`src/sv/gch_pkg.sv`:
```
// Package for grid_cell_hash_open: sizes, mixer constants, payload types.
// No dependencies.
package gch_pkg;
  localparam int TableDepth = 1024;
  localparam int IdxW = $clog2(TableDepth);
  localparam int CntW = 11;
  localparam logic [63:0] Mul1 = 64'hbf58476d1ce4e5b9;
  localparam logic [63:0] Mul2 = 64'h94d049bb133111eb;
  localparam logic [CntW-1:0] ResetCount = 11'd1024;

  typedef struct packed {
    logic [31:0] cell_x;
    logic [31:0] cell_y;
  } cell_t;

  typedef struct packed {
    logic [9:0] slot_index;
    logic       created;
    logic       table_full;
  } result_t;

  // 64x64 multiplier request/response
  typedef struct packed {
    logic        start;
    logic [63:0] a;
    logic [63:0] b;
  } mul_req_t;

  typedef struct packed {
    logic        done;
    logic [63:0] p;
  } mul_rsp_t;
endpackage

```
`src/sv/gch_mul.sv`:
```
// Iterative 64x64 low-half multiplier, one 32x16 partial product a cycle.
// Depends on gch_pkg.
module gch_mul (
  input  logic              clk,
  input  logic              rst_n,
  input  gch_pkg::mul_req_t req,
  output gch_pkg::mul_rsp_t rsp
);
  logic [63:0] a_r, b_r, acc_r;
  logic [2:0]  step_r;
  logic        busy_r, done_r;
  logic [47:0] pp;
  logic [63:0] pp_sh;

  // step k: a[32*(k/4) +: 32] * b[16*(k%4) +: 16], shifted
  always_comb begin
    pp = a_r[{step_r[2], 5'd0} +: 32] * b_r[{step_r[1:0], 4'd0} +: 16];
    pp_sh = {16'd0, pp} << ({step_r[2], 5'd0} + {step_r[1:0], 4'd0});
  end

  always_ff @(posedge clk) begin
    if (!rst_n) begin
      busy_r <= 1'b0;
      done_r <= 1'b0;
      step_r <= '0;
    end else begin
      done_r <= 1'b0;
      if (req.start) begin
        busy_r <= 1'b1;
        step_r <= '0;
      end else if (busy_r) begin
        step_r <= step_r + 3'd1;
        if (step_r == 3'd5) begin
          busy_r <= 1'b0;
          done_r <= 1'b1;
        end
      end
    end
  end

  // upper-a times upper-b lands above bit 63: only steps 0..5 matter
  always_ff @(posedge clk) begin
    if (req.start) begin
      a_r <= req.a;
      b_r <= req.b;
      acc_r <= '0;
    end else if (busy_r) begin
      acc_r <= acc_r + pp_sh;
    end
  end

  assign rsp.done = done_r;
  assign rsp.p = acc_r;
endmodule

```
`config.mk`:
```
export PLATFORM = sky130hd
export DESIGN_NAME = gch_mul
export DESIGN_NICKNAME = d
export VERILOG_FILES = /design/src/sv/gch_pkg.sv /design/src/sv/gch_mul.sv
export SDC_FILE = /design/constraint.sdc
export NUM_CORES = 2
export LEC_CHECK = 0
export BUFFER_PORTS_ARGS = -buffer_cell sky130_fd_sc_hd__buf_2
export CAP_MARGIN = 20
export CORE_ASPECT_RATIO = 1.25
export CORE_MARGIN = 1.5
export CORE_UTILIZATION = 50
export CTS_CLUSTER_SIZE = 8
export DETAILED_ROUTE_END_ITERATION = 8
export PLACE_DENSITY = 0.76
export SYNTH_ARGS = -nofsm -noshare
export SYNTH_HDL_FRONTEND = slang
export SYNTH_SLANG_ARGS = --single-unit
```
`constraint.sdc`:
```
create_clock -name clk -period 12.2 [get_ports clk]
set_clock_uncertainty 0.15 [all_clocks]
set_input_delay 2.44 -clock clk [delete_from_list [all_inputs] [get_ports clk]]
set_output_delay 2.44 -clock clk [all_outputs]
set_load 0.01 [all_outputs]
```
Yosys cells after proc, flatten, opt, wreduce, memory -nomap -nowiden:

Index checks and enable logic that the tools add are counted.

* bits in registers: 197
* input port bits: 131

* add/sub/neg operators: 3
* $mul: 1
* eq/ne operators: 1
* shifts and indexed selects: 3
* muxes and demuxes: 4
* bitwise gates (word level): 2
* reductions and logical operators: 2

Operator list (number)
* 64-bit adder: 1
* 64-bit by 7-bit variable part select with 16-bit output: 1
* 64-bit by 7-bit variable part select with 32-bit output: 1
* 48-bit by 6-bit left shift with 64-bit output: 1
* 32-bit by 16-bit multiplier with 48-bit output: 1
* 6-bit adder: 1
* 1-bit two-way mux: 4
* 3-bit by 1-bit adder with 3-bit output (second input constant): 1
* 3-bit == test (second input constant): 1
* 3-bit OR reduction: 1
* 1-bit NOT: 2
* 2-bit OR reduction: 1

Depth between registers and ports, before layout:

* depth in word-level cells: 4
* mapped depth: 42
* gate-level depth less buffers: 37

Least setup slack after synthesis:

Ideal clock, no wire load.

* path type: reg2reg
* start point: register step_r[0]
* end point: register acc_r[63]
* setup time: 0.121 ns
* data arrival time: 10.556 ns
* setup slack: 1.373 ns
* cell stages (with the launch flop): 39
* cell sequence: dfxtp_1 > clkbuf_1 > buf_1 > clkbuf_1 > mux2_2 > o21ai_1 > clkbuf_1 > nor2_1 > fa_1 > inv_1 > fa_1 > fa_1 > inv_1 > fa_1 > fa_1 > inv_1 > fa_1 > inv_1 > [3 not listed] > o221a_2 > o21a_1 > nand3b_1 > a21oi_1 > o211ai_1 > and3_1 > o21ai_0 > o221ai_1 > ha_1 > nand2_1 > or3_1 > a211oi_2 > a311oi_4 > or4_4 > a311oi_2 > nor3_1 > mux2_2 > mux2_4

* cells in the longest elaborated chain, start to end: 4
* elaborated cells between the ends (all ways): 5
* those cells by class: add/sub (2); mul (1); shift (2)

Ends and longest elaborated chain
* from (decl): RTL line gch_mul.sv:10 `logic [2:0] step_r;`
* from (signal assigned): RTL line gch_mul.sv:32 `step_r <= step_r + 3'd1;`
* 64-bit by 7-bit variable part select with 16-bit output: RTL line gch_mul.sv:17 `pp = a_r[{step_r[2], 5'd0} +: 32] * b_r[{step_r[1:0], 4'd0} +: 16];`
* 32-bit by 16-bit multiplier with 48-bit output: RTL line gch_mul.sv:17
* 48-bit by 6-bit left shift with 64-bit output (*): RTL line gch_mul.sv:18 `pp_sh = {16'd0, pp} << ({step_r[2], 5'd0} + {step_r[1:0], 4'd0});`
* 64-bit adder (*): RTL line gch_mul.sv:48 `acc_r <= acc_r + pp_sh;`
* to (signal assigned): RTL line gch_mul.sv:48
* to (decl): RTL line gch_mul.sv:9 `logic [63:0] a_r, b_r, acc_r;`

Every way passes the cells marked *; elsewhere a longest branch is shown, timed or not.
A chain may end at the register's enable or synchronous reset.

Final worst setup path:

* start point: register step_r[1]
* end point: register acc_r[63]

The elaborated chain is that of the path after synthesis.

==> metrics.yaml <==
outcome:
  status: "completed"
setup_path:
  crit_type: "flip-flop to flip-flop"
  crit_arrival_ps: 11400
  crit_path_frequent_cell: "fa_1"
  crit_required_ps: 12450
  r2r_start: "step_r[1]"
  ff2ff_path_depth: 34
  critPathLaunch: "step_r[1]"
  cpPeakStageDelay_ps: 930
  crit_path_top_delay_cell: "dfxtp_1"
  crit_path_end_kind: "flip-flop"
  r2r_slack_ps: 1050
  start_kind: "flip-flop"
  critPathMaxFanout: 32
  rr_endpoint: "acc_r[63]"
sta:
  drv_slew: 0
  period_minus_slack_ps: 11150
  hold_viol: 0
  tns_ps: 0
  setup_viol_count_final: 0
  slew-limit-headroom_pct: 26.30
  rsz0062_at_grt: "no"
  max_freq_mhz: 89.70
  tightest_slew_ps: 1075
  fin_crit_sh_pct: 91.38
clock_network:
  cts_setup_buffers: 0
  htreeDepth: 4
  clock-sinks: 197
  tritoncts: "built"
  insertion_delay_ps: 520
  cts-root-buf: "clkbuf_16"
  clock_path_buffers: 2
  holdBufCountCts: 0
  cts_resized: 0
  cts_made_buffers: 17
  clk_pin_slew_ps: 80
global_route:
  grt_max_degree: 71
  grt_util_all_layers_pct: 28.00
  grt_pass1_wl_mm: 121.4
  grt_pass1_vias: 22880
  overflow: 0
  antenna_found_initial: 0
min_path:
  hp-class: "flip-flop to flip-flop"
  holdPathStages: 2
  hold_start: "acc_r[47]"
  hold_end: "acc_r[47]"
routing:
  vias: 21750
  wirelength_mm: 75.17
  drc: 0
  drt_iter0_markers: 1423
  wl_per_cell_um: 19.40
  viasPerCell: 5.614
  drtPass1Iterations: 5
  drt.antenna.violating_nets: 0
logic_synthesis:
  synth_edf_count: 128
  seq_area_frac_synth_pct: 18.95
  synth_nets: 3758
  yosys_most_used_dff: "edfxtp_1"
  avgSynthCellArea_sq_um: 9.122
  ys_warn_count: 0
  netlist_area_sq_um: 27570
  synthDistinctLibCells: 78
  netlist_instances: 3022
  yosys_register_bits: 197
  synthArstFlopShare_pct: 0
placement:
  gp_congestion: 0.9388
  dpl_cell_area_sq_um: 29190
  place_hpwl_mm: 61.45
  portBuffers: 195
job:
  drv_cap: 0
floorplan:
  chipHeight_um: 265.5
  start_util_pct: 50.44
  core-area_sq_um: 54650
  num_rows: 96
  die_area_sq_um: 56560
  die_w_um: 213.0
  ioPinCount: 196
finish:
  register_area_sq_um: 5231
  nets: 3862
  final_area_sq_um: 29760
  n_antenna_cell: 0
  layout_commonest_cell: "inv_1"
  fin_util_pct: 54.46
  areaGrowthSynthToFinish_pct: 7.970
  multi_input_area_sq_um: 20090
  drive_above_1_share_pct: 10.39
  fillers: 4950
  layout_common_cells: "471 x inv_1, 419 x nand2_1, 419 x fa_1, 284 x nor2_1, 194 x buf_2"
==> kinds of logic after synthesis <==
| logic type | Yosys count | synth area share, % |
|---|---|---|
| adder cells (fa/ha/maj) | 605 | 38.87 |
| AO/OA/AOI/OAI | 477 | 11.44 |
| buffers and inverters | 607 | 8.297 |
| AND/OR/NAND/NOR | 923 | 14.47 |
| multiplexers | 121 | 5.047 |
| flip-flops | 197 | 18.95 |
| XOR/XNOR | 92 | 2.923 |
==> Yosys cell counts (4+ instances only) <==
cell	instances	area, sq um
a211oi_1	11	82.58
a21boi_0	7	52.55
a21o_1	75	563.0
a21oi_1	147	735.7
a221o_1	4	40.04
a31o_2	4	35.03
a31oi_1	16	100.1
and2_1	76	475.5
and3_1	14	87.58
and4_1	4	35.03
buf_1	9	33.78
buf_2	4	20.02
clkbuf_1	122	457.9
dfxtp_1	69	1381
edfxtp_1	128	3844
fa_1	419	8388
ha_1	186	2327
inv_1	471	1768
mux2_1	13	146.4
mux2_2	27	304.0
mux2i_1	70	700.7
mux4_2	10	225.2
nand2_1	419	1573
nand2b_1	13	81.33
nand3_1	25	125.1
nand4_1	27	168.9
nor2_1	284	1066
nor2b_1	12	75.07
nor3_1	18	90.09
o2111ai_1	4	35.03
o211ai_1	9	67.56
o21a_1	22	165.2
o21ai_0	88	440.4
o21ai_1	5	25.02
o21bai_1	20	150.1
o221ai_1	4	35.03
o22ai_1	9	56.30
o31ai_1	5	37.54
or2_2	6	37.54
or3_1	10	62.56
or4_1	5	37.54
xnor2_1	53	464.2
xor2_1	39	341.6
==> stage by stage <==
stage	worst slack, ps	hold WS [ps]	cells
2_1_floorplan	1373	348.4	3022
3_3_place_gp	1298	322.8	3842
3_5_place_dp	1165	326.7	3842
4_1_cts	1109	339.5	3874
5_1_grt	555.9	368.5	3874
6_report	1052	335.2	3874
==> area by class of cell <==
cell class	instances	share of cell area [%]
Multi-Input combinational cell	2218	67.49
Sequential cell	197	17.58
Inverter	471	5.940
Timing Repair Buffer	221	3.956
Tap cell	735	3.090
Clock buffer	17	1.429
Clock inverter	15	0.5170
==> worst max-delay path: cells and delay by family (launching register included) <==
kind	cells	cell delay [ps]
fa+ha+maj	8	3870
buf+inv	5	290
simple gates	8	1890
compound gates	10	2400
flops	1	930
mux	3	1470
==> sequential cells by signal (all words and copies together), names as in the netlist <==
register / flops
busy_r: 1
step_r: 3
a_r: 64
acc_r: 64
done_r: 1
b_r: 64
==> how the worst max path moves through the flow <==
stage / endpoint / slack, ps / cells after the start
6_report: acc_r[63] / 1050 / 34
5_1_grt: acc_r[54] / 560 / 35
4_1_cts: acc_r[63] / 1110 / 34
3_5_place_dp: acc_r[63] / 1160 / 34
3_3_place_gp: acc_r[63] / 1300 / 33
2_1_floorplan: acc_r[63] / 1370 / 38
==> layer usage <==
layer  global-route usage [%]  share of wire [%]  vias up
li1                         -                  -    10010
met1                    34.33                 39    10750
met2                    47.68                 50      816
met3                    4.864                6.7      177
met4                    13.23                4.6        0
met5                        0                  0        -
Power is not shown: default switching activity piles up to over one toggle a cycle in this logic, so the estimate is an artifact.
